===== src/sv/lcsc_pkg.sv =====
package lcsc_pkg;

  // Field widths
  localparam int unsigned SampleW  = 24;
  localparam int unsigned GramsW   = 16;
  localparam int unsigned ThrW     = 24;
  localparam int unsigned FactorW  = 16;
  localparam int unsigned FracW    = 8;
  localparam int unsigned TakenW   = 11;
  localparam int unsigned StatusW  = 2;
  localparam int unsigned ReasonW  = 3;
  localparam int unsigned CfgIdxW  = 2;
  localparam int unsigned CfgDataW = 24;

  // Samples averaged per calibration
  localparam int unsigned SamplesDefault = 50;

  // Register reset values
  localparam logic signed [SampleW-1:0] TareRst      = '0;
  localparam logic [ThrW-1:0]           ThresholdRst = 24'd8000;
  localparam logic [FactorW-1:0]        FactorMinRst = 16'd3840;  // 15.0
  localparam logic [FactorW-1:0]        FactorMaxRst = 16'd20480; // 80.0

  typedef enum logic [CfgIdxW-1:0] {
    REG_TARE      = 2'd0,
    REG_THRESHOLD = 2'd1,
    REG_FACTOR_MIN = 2'd2,
    REG_FACTOR_MAX = 2'd3
  } cfg_reg_e;

  typedef enum logic [StatusW-1:0] {
    STAT_BUSY = 2'd0,
    STAT_OK   = 2'd1,
    STAT_FAIL = 2'd2
  } status_e;

  typedef enum logic [ReasonW-1:0] {
    RSN_WAIT   = 3'd0,
    RSN_DETECT = 3'd1,
    RSN_SAMPLE = 3'd2,
    RSN_BADWT  = 3'd3,
    RSN_RANGE  = 3'd4,
    RSN_DONE   = 3'd5
  } reason_e;

  typedef enum logic [2:0] {
    S_IDLE,
    S_EVAL,
    S_MUL,
    S_SUB,
    S_START,
    S_DIV,
    S_EMIT
  } state_e;

  typedef struct packed {
    logic start;
  } div_req_t;

  typedef struct packed {
    logic               done;
    logic               sat;
    logic [FactorW-1:0] quot;
  } div_rsp_t;

endpackage


===== src/sv/lcsc_if.sv =====
interface lcsc_item_if import lcsc_pkg::*; ();
  logic                      valid;
  logic                      ready;
  logic signed [SampleW-1:0] sample_value;
  logic [GramsW-1:0]         reference_grams;

  modport source (output valid, output sample_value, output reference_grams, input ready);
  modport sink   (input valid, input sample_value, input reference_grams, output ready);
endinterface

interface lcsc_result_if import lcsc_pkg::*; ();
  logic               valid;
  logic               ready;
  logic [StatusW-1:0] status;
  logic [ReasonW-1:0] reason;
  logic [FactorW-1:0] factor_out;
  logic [TakenW-1:0]  samples_taken;

  modport source (output valid, output status, output reason, output factor_out,
                  output samples_taken, input ready);
  modport sink   (input valid, input status, input reason, input factor_out,
                  input samples_taken, output ready);
endinterface

interface lcsc_cfg_if import lcsc_pkg::*; ();
  logic                valid;
  logic                ready;
  logic [CfgIdxW-1:0]  index;
  logic [CfgDataW-1:0] data;

  modport source (output valid, output index, output data, input ready);
  modport sink   (input valid, input index, input data, output ready);
endinterface


===== src/sv/lcsc_div.sv =====
// Restoring divider, one quotient bit per cycle, with saturation pre-check.
module lcsc_div import lcsc_pkg::*; #(
  parameter int unsigned NumW = 31,
  parameter int unsigned DenW = 22
) (
  input  logic                   clk_i,
  input  logic                   rst_ni,
  input  div_req_t               req_i,
  input  logic signed [NumW-1:0] num_i,
  input  logic [DenW-1:0]        den_i,
  output div_rsp_t               rsp_o
);

  localparam int unsigned StepW = $clog2(FactorW + 1);

  logic               run_q, run_d;
  logic               done_q, done_d;
  logic [StepW-1:0]   cnt_q, cnt_d;
  logic [DenW-1:0]    rem_q, rem_d;
  logic [FactorW-1:0] bits_q, bits_d;
  logic [FactorW-1:0] quot_q, quot_d;
  logic               sat_q, sat_d;

  logic [DenW:0] part;
  logic          ge;
  logic          too_big;

  assign part    = {rem_q, bits_q[FactorW-1]};
  assign ge      = part >= {1'b0, den_i};
  // quotient would not fit in FactorW bits
  assign too_big = num_i[NumW-2:0] >= {den_i, {FracW{1'b0}}};

  always_comb begin
    run_d  = run_q;
    cnt_d  = cnt_q;
    rem_d  = rem_q;
    bits_d = bits_q;
    quot_d = quot_q;
    sat_d  = sat_q;
    done_d = 1'b0;
    if (req_i.start) begin
      if (num_i[NumW-1] || too_big) begin
        sat_d  = 1'b1;
        done_d = 1'b1;
        run_d  = 1'b0;
      end else begin
        rem_d  = num_i[NumW-2:FracW];
        bits_d = {num_i[FracW-1:0], {FracW{1'b0}}};
        quot_d = '0;
        cnt_d  = StepW'(FactorW);
        sat_d  = 1'b0;
        run_d  = 1'b1;
      end
    end else if (run_q) begin
      rem_d  = ge ? DenW'(part - {1'b0, den_i}) : part[DenW-1:0];
      quot_d = {quot_q[FactorW-2:0], ge};
      bits_d = bits_q << 1;
      cnt_d  = cnt_q - StepW'(1);
      if (cnt_q == StepW'(1)) begin
        run_d  = 1'b0;
        done_d = 1'b1;
      end
    end
  end

  always_ff @(posedge clk_i or negedge rst_ni) begin
    if (!rst_ni) begin
      run_q  <= 1'b0;
      done_q <= 1'b0;
      cnt_q  <= '0;
    end else begin
      run_q  <= run_d;
      done_q <= done_d;
      cnt_q  <= cnt_d;
    end
  end

  always_ff @(posedge clk_i) begin
    rem_q  <= rem_d;
    bits_q <= bits_d;
    quot_q <= quot_d;
    sat_q  <= sat_d;
  end

  assign rsp_o.done = done_q;
  assign rsp_o.sat  = sat_q;
  assign rsp_o.quot = quot_q;

endmodule


===== src/sv/load_cell_span_calibrator_core.sv =====
// Single-point span calibration of a load cell.
// item_i   : one raw sample (signed 24 bit) and the reference weight in grams.
// result_o : one item per input item: status, reason, Q8.8 factor, samples taken.
// cfg_i    : register writes (tare, detect threshold, factor min, factor max),
//            always ready; write only while no input item is in flight.
// While waiting, a sample whose net value exceeds the threshold starts a run
// (a zero weight fails at once). The next Samples items are summed; the last
// one triggers the factor ((sum - Samples*tare) * 256) / (Samples*weight).
// Wait, detect and sample items go from accept through EVAL and EMIT to the
// output register; the last sample of a run also passes MUL, SUB, START and
// the 16-step restoring divider (its steps skipped when the factor saturates).
// Only one item is in flight; item_i.ready is high only while the sequencer is
// idle, so the next item is taken only once the last result has left EMIT.
// Results sit in an output register, so the next item is taken while the
// receiver stalls; a further result waits in the sequencer until the
// register drains. Reset clears the run and loads the register defaults.
module load_cell_span_calibrator_core import lcsc_pkg::*; #(
  parameter int unsigned Samples = SamplesDefault
) (
  input  logic           clk_i,
  input  logic           rst_ni,
  lcsc_item_if.sink      item_i,
  lcsc_result_if.source  result_o,
  lcsc_cfg_if.sink       cfg_i
);

  localparam int unsigned Lg   = $clog2(Samples);
  localparam int unsigned CntW = $clog2(Samples + 1);
  localparam int unsigned SumW = SampleW + Lg;   // |sum| <= Samples * 2^23
  localparam int unsigned NumW = SumW + 1;
  localparam int unsigned DenW = GramsW + Lg;
  localparam int unsigned CmpW = SampleW + 2;

  localparam logic signed [SumW-1:0] SamplesS = SumW'(Samples);
  localparam logic [DenW-1:0]        SamplesU = DenW'(Samples);
  localparam logic [CntW-1:0]        LastCnt  = CntW'(Samples - 1);

  // configuration registers
  logic signed [SampleW-1:0] tare_q;
  logic [ThrW-1:0]           thr_q;
  logic [FactorW-1:0]        fmin_q;
  logic [FactorW-1:0]        fmax_q;

  state_e state_q, state_d;

  // captured item
  logic signed [SampleW-1:0] sample_q;
  logic [GramsW-1:0]         grams_q;

  // run state
  logic                   phase_q, phase_d;
  logic [CntW-1:0]        tally_q, tally_d;
  logic signed [SumW-1:0] sum_q, sum_d;
  logic [GramsW-1:0]      weight_q, weight_d;

  // factor operands
  logic signed [SumW-1:0] prod_q;
  logic [DenW-1:0]        den_q;
  logic signed [NumW-1:0] num_q;

  // pending result
  status_e            res_status_q, res_status_d;
  reason_e            res_reason_q, res_reason_d;
  logic [FactorW-1:0] res_factor_q, res_factor_d;
  logic [TakenW-1:0]  res_taken_q, res_taken_d;

  // output register
  logic               out_valid_q, out_valid_d;
  status_e            out_status_q;
  reason_e            out_reason_q;
  logic [FactorW-1:0] out_factor_q;
  logic [TakenW-1:0]  out_taken_q;

  logic in_acc, out_free, last;
  logic signed [CmpW-1:0] net, thr_x;
  logic detect;

  div_req_t div_req;
  div_rsp_t div_rsp;

  assign item_i.ready = (state_q == S_IDLE);
  assign in_acc       = item_i.valid && item_i.ready;
  assign out_free     = !out_valid_q || result_o.ready;
  assign last         = (tally_q == LastCnt);

  assign net    = CmpW'(sample_q) - CmpW'(tare_q);
  assign thr_x  = signed'(CmpW'(thr_q));
  assign detect = net > thr_x;

  assign div_req.start = (state_q == S_START) && (den_q != '0);

  lcsc_div #(
    .NumW (NumW),
    .DenW (DenW)
  ) u_lcsc_div (
    .clk_i  (clk_i),
    .rst_ni (rst_ni),
    .req_i  (div_req),
    .num_i  (num_q),
    .den_i  (den_q),
    .rsp_o  (div_rsp)
  );

  // configuration port
  assign cfg_i.ready = 1'b1;

  always_ff @(posedge clk_i or negedge rst_ni) begin
    if (!rst_ni) begin
      tare_q <= TareRst;
      thr_q  <= ThresholdRst;
      fmin_q <= FactorMinRst;
      fmax_q <= FactorMaxRst;
    end else if (cfg_i.valid) begin
      unique case (cfg_reg_e'(cfg_i.index))
        REG_TARE:       tare_q <= signed'(cfg_i.data[SampleW-1:0]);
        REG_THRESHOLD:  thr_q  <= cfg_i.data[ThrW-1:0];
        REG_FACTOR_MIN: fmin_q <= cfg_i.data[FactorW-1:0];
        REG_FACTOR_MAX: fmax_q <= cfg_i.data[FactorW-1:0];
      endcase
    end
  end

  // next state
  always_comb begin
    state_d = state_q;
    unique case (state_q)
      S_IDLE:  if (in_acc) state_d = S_EVAL;
      S_EVAL:  state_d = (phase_q && last) ? S_MUL : S_EMIT;
      S_MUL:   state_d = S_SUB;
      S_SUB:   state_d = S_START;
      S_START: state_d = (den_q == '0) ? S_EMIT : S_DIV;
      S_DIV:   if (div_rsp.done) state_d = S_EMIT;
      S_EMIT:  if (out_free) state_d = S_IDLE;
      default: state_d = S_IDLE;
    endcase
  end

  // datapath and outputs
  always_comb begin
    phase_d      = phase_q;
    tally_d      = tally_q;
    sum_d        = sum_q;
    weight_d     = weight_q;
    res_status_d = res_status_q;
    res_reason_d = res_reason_q;
    res_factor_d = res_factor_q;
    res_taken_d  = res_taken_q;
    out_valid_d  = out_valid_q && !result_o.ready;
    unique case (state_q)
      S_EVAL: begin
        res_factor_d = '0;
        res_taken_d  = '0;
        if (!phase_q) begin
          if (!detect) begin
            res_status_d = STAT_BUSY;
            res_reason_d = RSN_WAIT;
          end else begin
            weight_d = grams_q;
            if (grams_q == '0) begin
              res_status_d = STAT_FAIL;
              res_reason_d = RSN_BADWT;
            end else begin
              phase_d      = 1'b1;
              sum_d        = '0;
              tally_d      = '0;
              res_status_d = STAT_BUSY;
              res_reason_d = RSN_DETECT;
            end
          end
        end else begin
          sum_d = sum_q + SumW'(sample_q);
          if (!last) begin
            tally_d      = tally_q + CntW'(1);
            res_status_d = STAT_BUSY;
            res_reason_d = RSN_SAMPLE;
            res_taken_d  = TakenW'(tally_q + CntW'(1));
          end else begin
            // run complete: back to waiting, factor worked out next
            phase_d     = 1'b0;
            tally_d     = '0;
            res_taken_d = TakenW'(Samples);
          end
        end
      end
      S_START: begin
        if (den_q == '0) begin
          res_status_d = STAT_FAIL;
          res_reason_d = RSN_BADWT;
          res_factor_d = '0;
        end
      end
      S_DIV: begin
        if (div_rsp.done) begin
          if (div_rsp.sat || (div_rsp.quot < fmin_q) || (div_rsp.quot > fmax_q)) begin
            res_status_d = STAT_FAIL;
            res_reason_d = RSN_RANGE;
            res_factor_d = '0;
          end else begin
            res_status_d = STAT_OK;
            res_reason_d = RSN_DONE;
            res_factor_d = div_rsp.quot;
          end
        end
      end
      S_EMIT: begin
        if (out_free) out_valid_d = 1'b1;
      end
      default: ;
    endcase
  end

  always_ff @(posedge clk_i or negedge rst_ni) begin
    if (!rst_ni) begin
      state_q     <= S_IDLE;
      phase_q     <= 1'b0;
      tally_q     <= '0;
      out_valid_q <= 1'b0;
    end else begin
      state_q     <= state_d;
      phase_q     <= phase_d;
      tally_q     <= tally_d;
      out_valid_q <= out_valid_d;
    end
  end

  always_ff @(posedge clk_i) begin
    if (in_acc) begin
      sample_q <= item_i.sample_value;
      grams_q  <= item_i.reference_grams;
    end
    sum_q        <= sum_d;
    weight_q     <= weight_d;
    res_status_q <= res_status_d;
    res_reason_q <= res_reason_d;
    res_factor_q <= res_factor_d;
    res_taken_q  <= res_taken_d;
    if (state_q == S_MUL) begin
      prod_q <= SumW'(SumW'(tare_q) * SamplesS);
      den_q  <= DenW'(DenW'(weight_q) * SamplesU);
    end
    if (state_q == S_SUB) num_q <= NumW'(sum_q) - NumW'(prod_q);
    if (state_q == S_EMIT && out_free) begin
      out_status_q <= res_status_q;
      out_reason_q <= res_reason_q;
      out_factor_q <= res_factor_q;
      out_taken_q  <= res_taken_q;
    end
  end

  assign result_o.valid         = out_valid_q;
  assign result_o.status        = out_status_q;
  assign result_o.reason        = out_reason_q;
  assign result_o.factor_out    = out_factor_q;
  assign result_o.samples_taken = out_taken_q;

endmodule


===== src/flat_wrapper.sv =====
// flat-port wrapper written by rule: the top's interface ports become plain ports
module load_cell_span_calibrator_core_flat import lcsc_pkg::*;
#(
  parameter int unsigned Samples = SamplesDefault
)
  (clk_i, rst_ni, item_i_valid, item_i_sample_value, item_i_reference_grams, item_i_ready, result_o_valid, result_o_status, result_o_reason, result_o_factor_out, result_o_samples_taken, result_o_ready, cfg_i_valid, cfg_i_index, cfg_i_data, cfg_i_ready);
  lcsc_item_if item_i_i ();
  lcsc_result_if result_o_i ();
  lcsc_cfg_if cfg_i_i ();
  input  logic clk_i;
  input  logic rst_ni;
  input wire logic [$bits(item_i_i.valid)-1:0] item_i_valid;
  input wire logic [$bits(item_i_i.sample_value)-1:0] item_i_sample_value;
  input wire logic [$bits(item_i_i.reference_grams)-1:0] item_i_reference_grams;
  output wire logic [$bits(item_i_i.ready)-1:0] item_i_ready;
  output wire logic [$bits(result_o_i.valid)-1:0] result_o_valid;
  output wire logic [$bits(result_o_i.status)-1:0] result_o_status;
  output wire logic [$bits(result_o_i.reason)-1:0] result_o_reason;
  output wire logic [$bits(result_o_i.factor_out)-1:0] result_o_factor_out;
  output wire logic [$bits(result_o_i.samples_taken)-1:0] result_o_samples_taken;
  input wire logic [$bits(result_o_i.ready)-1:0] result_o_ready;
  input wire logic [$bits(cfg_i_i.valid)-1:0] cfg_i_valid;
  input wire logic [$bits(cfg_i_i.index)-1:0] cfg_i_index;
  input wire logic [$bits(cfg_i_i.data)-1:0] cfg_i_data;
  output wire logic [$bits(cfg_i_i.ready)-1:0] cfg_i_ready;
  assign item_i_i.valid = item_i_valid;
  assign item_i_i.sample_value = item_i_sample_value;
  assign item_i_i.reference_grams = item_i_reference_grams;
  assign item_i_ready = item_i_i.ready;
  assign result_o_valid = result_o_i.valid;
  assign result_o_status = result_o_i.status;
  assign result_o_reason = result_o_i.reason;
  assign result_o_factor_out = result_o_i.factor_out;
  assign result_o_samples_taken = result_o_i.samples_taken;
  assign result_o_i.ready = result_o_ready;
  assign cfg_i_i.valid = cfg_i_valid;
  assign cfg_i_i.index = cfg_i_index;
  assign cfg_i_i.data = cfg_i_data;
  assign cfg_i_ready = cfg_i_i.ready;
  load_cell_span_calibrator_core #(.Samples(Samples)) u_core (.clk_i(clk_i), .rst_ni(rst_ni), .item_i(item_i_i), .result_o(result_o_i), .cfg_i(cfg_i_i));
endmodule

===== config.mk =====
export PLATFORM = sky130hd
export DESIGN_NAME = load_cell_span_calibrator_core_flat
export DESIGN_NICKNAME = d
export VERILOG_FILES = /design/src/sv/lcsc_pkg.sv /design/src/sv/lcsc_if.sv /design/src/sv/lcsc_div.sv /design/src/sv/load_cell_span_calibrator_core.sv /design/src/flat_wrapper.sv
export SDC_FILE = /design/constraint.sdc
export NUM_CORES = 1
export LEC_CHECK = 0
export BUFFER_PORTS_ARGS = -buffer_cell sky130_fd_sc_hd__buf_2
export CORE_MARGIN = 2
export CORE_UTILIZATION = 35
export CTS_BUF_LIST = sky130_fd_sc_hd__clkbuf_16
export CTS_CLUSTER_SIZE = 25
export DETAILED_ROUTE_END_ITERATION = 8
export PLACE_DENSITY = 0.5
export REMOVE_ABC_BUFFERS = 1
export SLEW_MARGIN = 20
export SYNTH_ARGS = -nofsm -noshare
export SYNTH_HDL_FRONTEND = slang
export SYNTH_HIERARCHICAL = 1
export SYNTH_SLANG_ARGS = --single-unit

===== constraint.sdc =====
create_clock -name clk_i -period 4.9 [get_ports clk_i]
set_input_delay 0.735 -clock clk_i [delete_from_list [all_inputs] [get_ports clk_i]]
set_output_delay 0.735 -clock clk_i [all_outputs]
set_load 0.01 [all_outputs]

=== Word level (Yosys, flattened, before mapping) ===
Cells that the tools add are included.

* Register bits: 376
* Output and inout port bits: 35
* Word-level logic and storage cells: 155

* $add $sub $neg: 7
* Multiply operators: 2
* Magnitude comparators: 5
* Eq/ne operators: 18
* Muxes and demuxes: 61
* Bitwise logic cells: 1
* Reduce and logical (&&, ||, !) cells: 30

{| class="wikitable"
|+ Operators by type and width
! kind !! number
|-
| $mux W16 || 9
|-
| $mux W30 || 3
|-
| $mux W22 || 4
|-
| $pmux W16 S3 || 1
|-
| $sub A30 B30 Y31 || 1
|-
| $add A30 B24 Y30 || 1
|-
| $ge A30 B30 Y1 || 1
|-
| $mux W6 || 5
|-
| $mul A24 B6 Y29 const B || 1
|-
| $mux W3 || 9
|-
| $gt A26 B25 Y1 || 1
|-
| $sub A24 B24 Y25 || 1
|-
| $ge A23 B22 Y1 || 1
|-
| $logic_not A22 Y1 || 1
|-
| $reduce_bool A22 Y1 || 1
|-
| $sub A22 B22 Y22 || 1
|-
| $mul A16 B5 Y21 const B || 1
|-
| $pmux W3 S7 || 1
|-
| $mux W2 || 9
|-
| $gt A16 B16 Y1 || 1
|-
| $logic_not A16 Y1 || 1
|-
| $lt A16 B16 Y1 || 1
|-
| $mux W1 || 15
|-
| $mux W5 || 3
|-
| other kinds (27) || 51
|}

=== Depth between registers and ports, before layout ===
* Depth in word-level cells: 6
* Gate-level depth with buffers: 20

=== Hierarchy ===
The synthesis kept the hierarchy.

{| class="wikitable"
|+ By module, submodules not included
! module !! times used !! cells an instance !! area an instance (µm²) !! sequential area each (µm²)
|-
| load_cell_span_calibrator_core || 1 || 1931 || 20576.0 || 8988.6
|-
| lcsc_div || 1 || 434 || 4315.4 || 1586.5
|}

=== Worst setup path before layout ===
No wires, ideal clock.

* Kind: register -> register
* Start: register u_core.tare_q[2]
* End: register u_core.weight_q[0] (enable)
* Setup time: 0.430 ns
* Arrival: 4.922 ns
* Data required time: 4.470 ns
* Setup slack: -0.452 ns
* Cell stages (with the launch flop): 18
* Path buffers: 0
* Period minus slack after synthesis: 5.352 ns
* Cells stage by stage: dfrtp_1 -> inv_1 -> ha_1 -> o211ai_1 -> a21oi_1 -> o41ai_2 -> o22ai_1 -> a21bo_2 -> a21oi_2 -> a2111oi_0 -> a311o_1 -> ha_1 -> nand2_1 -> nor3_1 -> nand2_1 -> a221oi_1 -> o21ai_2 -> nor4_1

* Cells in the longest elaborated chain, start to end: 3

{| class="wikitable"
|+ Ends and longest elaborated chain
! element !! RTL line !! RTL
|-
| start, declared || load_cell_span_calibrator_core.sv:39 || <nowiki>logic signed [SampleW-1:0] tare_q;</nowiki>
|-
| start signal, assigned || load_cell_span_calibrator_core.sv:109 || <nowiki>tare_q <= TareRst;</nowiki>
|-
| start signal, assigned || load_cell_span_calibrator_core.sv:115 || <nowiki>REG_TARE: tare_q <= signed'(cfg_i.data[SampleW-1:0]);</nowiki>
|-
| $sub A24 B24 Y25 || load_cell_span_calibrator_core.sv:86 || <nowiki>assign net = CmpW'(sample_q) - CmpW'(tare_q);</nowiki>
|-
| $gt A26 B25 Y1 || load_cell_span_calibrator_core.sv:88 || <nowiki>assign detect = net > thr_x;</nowiki>
|-
| $reduce_and A3 Y1 (no line) || -- ||
|-
| end signal, assigned || load_cell_span_calibrator_core.sv:232 || <nowiki>weight_q <= weight_d;</nowiki>
|-
| end, declared || load_cell_span_calibrator_core.sv:54 || <nowiki>logic [GramsW-1:0] weight_q, weight_d;</nowiki>
|}

No other way between the ends.
A chain may end at the register's enable or synchronous reset.

=== Final worst setup path ===
* Start: register u_core.tare_q[4]
* End: register u_core.sum_q[2] (enable)

* Cells in the longest elaborated chain, start to end: 4

{| class="wikitable"
|+ Ends and longest elaborated chain
! element !! RTL line !! RTL
|-
| $sub A24 B24 Y25 || load_cell_span_calibrator_core.sv:86 ||
|-
| $gt A26 B25 Y1 || load_cell_span_calibrator_core.sv:88 ||
|-
| $reduce_bool A2 Y1 (no line) || -- ||
|-
| $reduce_and A3 Y1 (no line) || -- ||
|-
| end signal, assigned || load_cell_span_calibrator_core.sv:231 || <nowiki>sum_q <= sum_d;</nowiki>
|-
| end, declared || load_cell_span_calibrator_core.sv:53 || <nowiki>logic signed [SumW-1:0] sum_q, sum_d;</nowiki>
|}

No other way between the ends.

==> summary.txt <==
Setup path
  – Crit Path Max Fanout: 15
  – CP startpoint kind: flip-flop
  – Buf/Inv on CP: 2
  – Top delay family on crit path: compound AO/OA/AOI/OAI gates
  – Crit-path max cell delay: 0.43 ns
  – Worst r2r src: u_core/tare_q[4]$_DFFE_PN0P_
  – Reg2reg end: u_core/sum_q[2]$_SDFFCE_PN0P_
  – Crit-path slowest cell: dfrtp_1
  – R2R Setup Slk: 0.28 ns
  – Crit path cell chain: inv_1 > ha_1 > a21o_1 > o41ai_4 > o22ai_2 > a21bo_2 > a21oi_2 > a2111oi_0 > a311o_1 > ha_1 > nand2_1 > nor3_2 > nand2_1 > a221oi_4 > o21ai_4 > nor3b_4 > o21a_4 > clkbuf_16
  – Crit Path Class: flip-flop to flip-flop
  – Crit. End Element: flip-flop
  – Crit path from: u_core/tare_q[4]$_DFFE_PN0P_
  – R2r worst-path depth: 18
  – Worst path required time: 5.19 ns
  – Critical Path AT: 4.91 ns

GRT
  – Vias in the first global route: 17700
  – Initial antenna violation count: 3
  – First-pass GRT wire length: 98600 µm
  – Overflow left after global routing: 0
  – GR Util All Layers: 17.0%
  – Largest net degree at the start of global routing: 67

CTS
  – Clk_lat worst skew: 0.60 ns
  – TritonCTS clock tree: built
  – Maximum root-to-sink buffer count: 3
  – CTS H-tree depth: 2
  – CTS Buf Count: 44
  – Clock tree sinks: 368
  – CTS root buf: clkbuf_16
  – Reg clk slew, reported paths: 0.06 ns

Detailed routing
  – Routed len/inst: 18.0 µm
  – Via count: 17700
  – Drt first pass iters: 5
  – Drt first-iter violations: 914
  – Total Wirelength: 62400 µm
  – Vias/cell: 5.09
  – Residual DRC: 0
  – ANT nets after route: 0

Synth
  – Synth top area cells: edfxtp_1 33%, ha_1 16%, dfrtp_1 8.6%, inv_1 4.9%, mux2_2 3.5%
  – Seq/Total Area, Yosys: 42.5%
  – Dominant synthesized flop cell: edfxtp_1
  – Post-synth EDFFs: 270
  – Top cell type's share of synthesized area: 32.6%
  – Count of different cell masters after synthesis: 88
  – Synth warn: 6
  – Top cells by count, synth: 327 x inv_1, 309 x ha_1, 270 x edfxtp_1
  – Syn Std Cell Area: 24900 µm²
  – Yosys reg bits: 368
  – Count leader, synth: inv_1
  – Synthesized area per cell: 10.5 µm²
  – Yosys top cell by area: edfxtp_1
  – Syn Inst Count: 2365
  – Fraction of registers with async set or reset after synthesis: 26.6%

Place
  – Dpl ws: -0.0256 ns
  – Hpwl dp: 48600 µm
  – Port Buffers: 100
  – Placed insts: 3383
  – GP Congestion: 0.866
  – Placed cell area: 26600 µm²

Floorplanning
  – I/O pin total: 106
  – Die area: 73300 µm²
  – Row Count: 97
  – Die width: 271 µm
  – Core ar.: 70300 µm²
  – Starting Density: 35.4%
  – Die Y-Extent: 271 µm

Layout
  – Fin util: 40.2%
  – Fin cells: 3469
  – ANT cells: 0
  – Area grow syn2layout: 13.5%
  – NumNets Final: 2910
  – Fill cell count: 6809
  – Share of cells above drive strength 1: 13.2%
  – Design area: 28300 µm²

Pwr
  – Pwr/cell area: 644 nW/µm²
  – Peak supply drop: 0.340 mV
  – P_leak: 12.5 nW

STA
  – Worst setup margin: 0.282 ns
  – Setup Skew: 0.0427 ns
  – TNS Setup: 0 ns
  – Least-Margin Pin Slew: 0.932 ns
  – Crit share post-route: 94.2%
  – Maximum clock rate: 217 MHz
  – Min Tclk post-route: 4.62 ns
  – Fin. Hold Viols: 0
  – Max-slew headroom: 37.7%
  – Final setup viols: 0
  – Max-slew violation count: 0

Min path
  – Hold crit path type: primary input to async pin

Status
  – Status: complete, no violations

Job
  – Max Cap Viol: 0
-- state kept, by name (all words and copies together), names as in the netlist, 5 cells and up --
name	cells
u_core/sample_q	24
u_core/res_taken_q	7
u_core/fmax_q	16
u_core/u_lcsc_div/cnt_q	5
u_core/thr_q	24
u_core/u_lcsc_div/quot_q	16
u_core/result_o.samples_taken	7
u_core/u_lcsc_div/rem_q	22
u_core/sum_q	30
u_core/tare_q	24
u_core/u_lcsc_div/bits_q	8
u_core/fmin_q	16
u_core/prod_q	29
u_core/den_q	21
u_core/weight_q	16
u_core/num_q	31
u_core/res_factor_q	16
u_core/tally_q	6
u_core/grams_q	16
u_core/result_o.factor_out	16
-- power by group --
part | switching, W | internal, W
Sequential | 0.000594 | 0.00483
Clock | 0.00137 | 0.00210
Combinational | 0.00538 | 0.00391
Total | 0.00735 | 0.0108
-- cell families after synthesis --
group | synth area share [%]
and+or+nand+nor | 11.6
muxes | 4.21
adders and majority gates | 18.5
DFF | 42.5
other | 0.0302
AOI/OAI and AO/OA | 13.6
xor gates and xnor gates | 3.69
buffers and inverters | 5.85
-- final cells by class --
class	instances	area, µm²	share of cell area [%]
multi-input cells	1625	13000	45.9
flip-flops and latches	368	10600	37.4
inverters	329	1230	4.37
well taps	940	1180	4.16
clock buffers	45	1130	3.98
repair buffers	125	746	2.64
clock inverters	37	418	1.48
-- worst reg2reg max path, cell delays in order (launching register included) --
cell       delay [ns]
dfrtp_1          0.43
inv_1            0.08
ha_1             0.35
a21o_1           0.23
o41ai_4          0.35
o22ai_2          0.16
a21bo_2          0.25
a21oi_2          0.20
a2111oi_0        0.14
a311o_1          0.35
ha_1             0.30
nand2_1          0.08
nor3_2           0.22
nand2_1          0.15
a221oi_4         0.26
o21ai_4          0.15
nor3b_4          0.24
o21a_4           0.20
clkbuf_16        0.20
-- how the worst max path moves through the flow --
stage                                              to  slack, ns  cells past startpoint
2_1_floorplan  u_core/u_lcsc_div/bits_q[10]$_DFFE_PP_      -1.70                      5
5_1_grt                 u_core/sum_q[2]$_SDFFCE_PN0P_      -0.03                     19
4_1_cts                u_core/sum_q[27]$_SDFFCE_PN0P_       0.05                     19
3_3_place_gp           u_core/sum_q[27]$_SDFFCE_PN0P_       0.20                     19
6_report                u_core/sum_q[2]$_SDFFCE_PN0P_       0.28                     18
3_5_place_dp           u_core/sum_q[29]$_SDFFCE_PN0P_      -0.03                     19
-- placed cells by master (no fill, tap or decap), types with 22 or more instances in the layout --
cell type	Yosys	routed
a21oi_1	133	133
mux2_2	78	78
xnor2_1	67	67
nor3_1	57	54
o21a_1	28	27
nor2b_1	47	47
o21ai_0	95	95
nand3_1	44	44
inv_1	327	337
nand4_1	32	32
ha_1	309	309
xor2_1	38	38
a31oi_1	25	25
nand2_1	123	122
and2_1	30	29
dfrtp_1	86	86
edfxtp_1	270	270
nor2_1	120	119
a21o_1	70	70
buf_4	9	22
fa_1	37	37
clkbuf_16	0	46
buf_2	0	99
-- what timing repair did --
item	CTS	global route
pin swaps	1	2
setup endpoints to repair	30	51
buffers inserted	1	2
hold buffers	0	0
gates cloned	0	1
gates resized for setup	1	10
-- per-layer routing --
layer	vias to the layer above	track usage, %	part of all wire (%)
met4	2	4.94	2.5
met5	-	0	0.016
li1	8750	-	-
met1	8549	23.0	47
met2	282	27.9	47
met3	80	2.66	3.9
-- through the flow --
step / hold WS [ns] / total power, W
after CTS: 0.275 / 0.0183
after global routing: 0.291 / 0.0198
after global placement: 0.404 / 0.0145
after floorplan: 0.400 / 0.0121
after detailed placement: 0.405 / 0.0146
final: 0.275 / 0.0182
(Power assumes the default switching activity.)
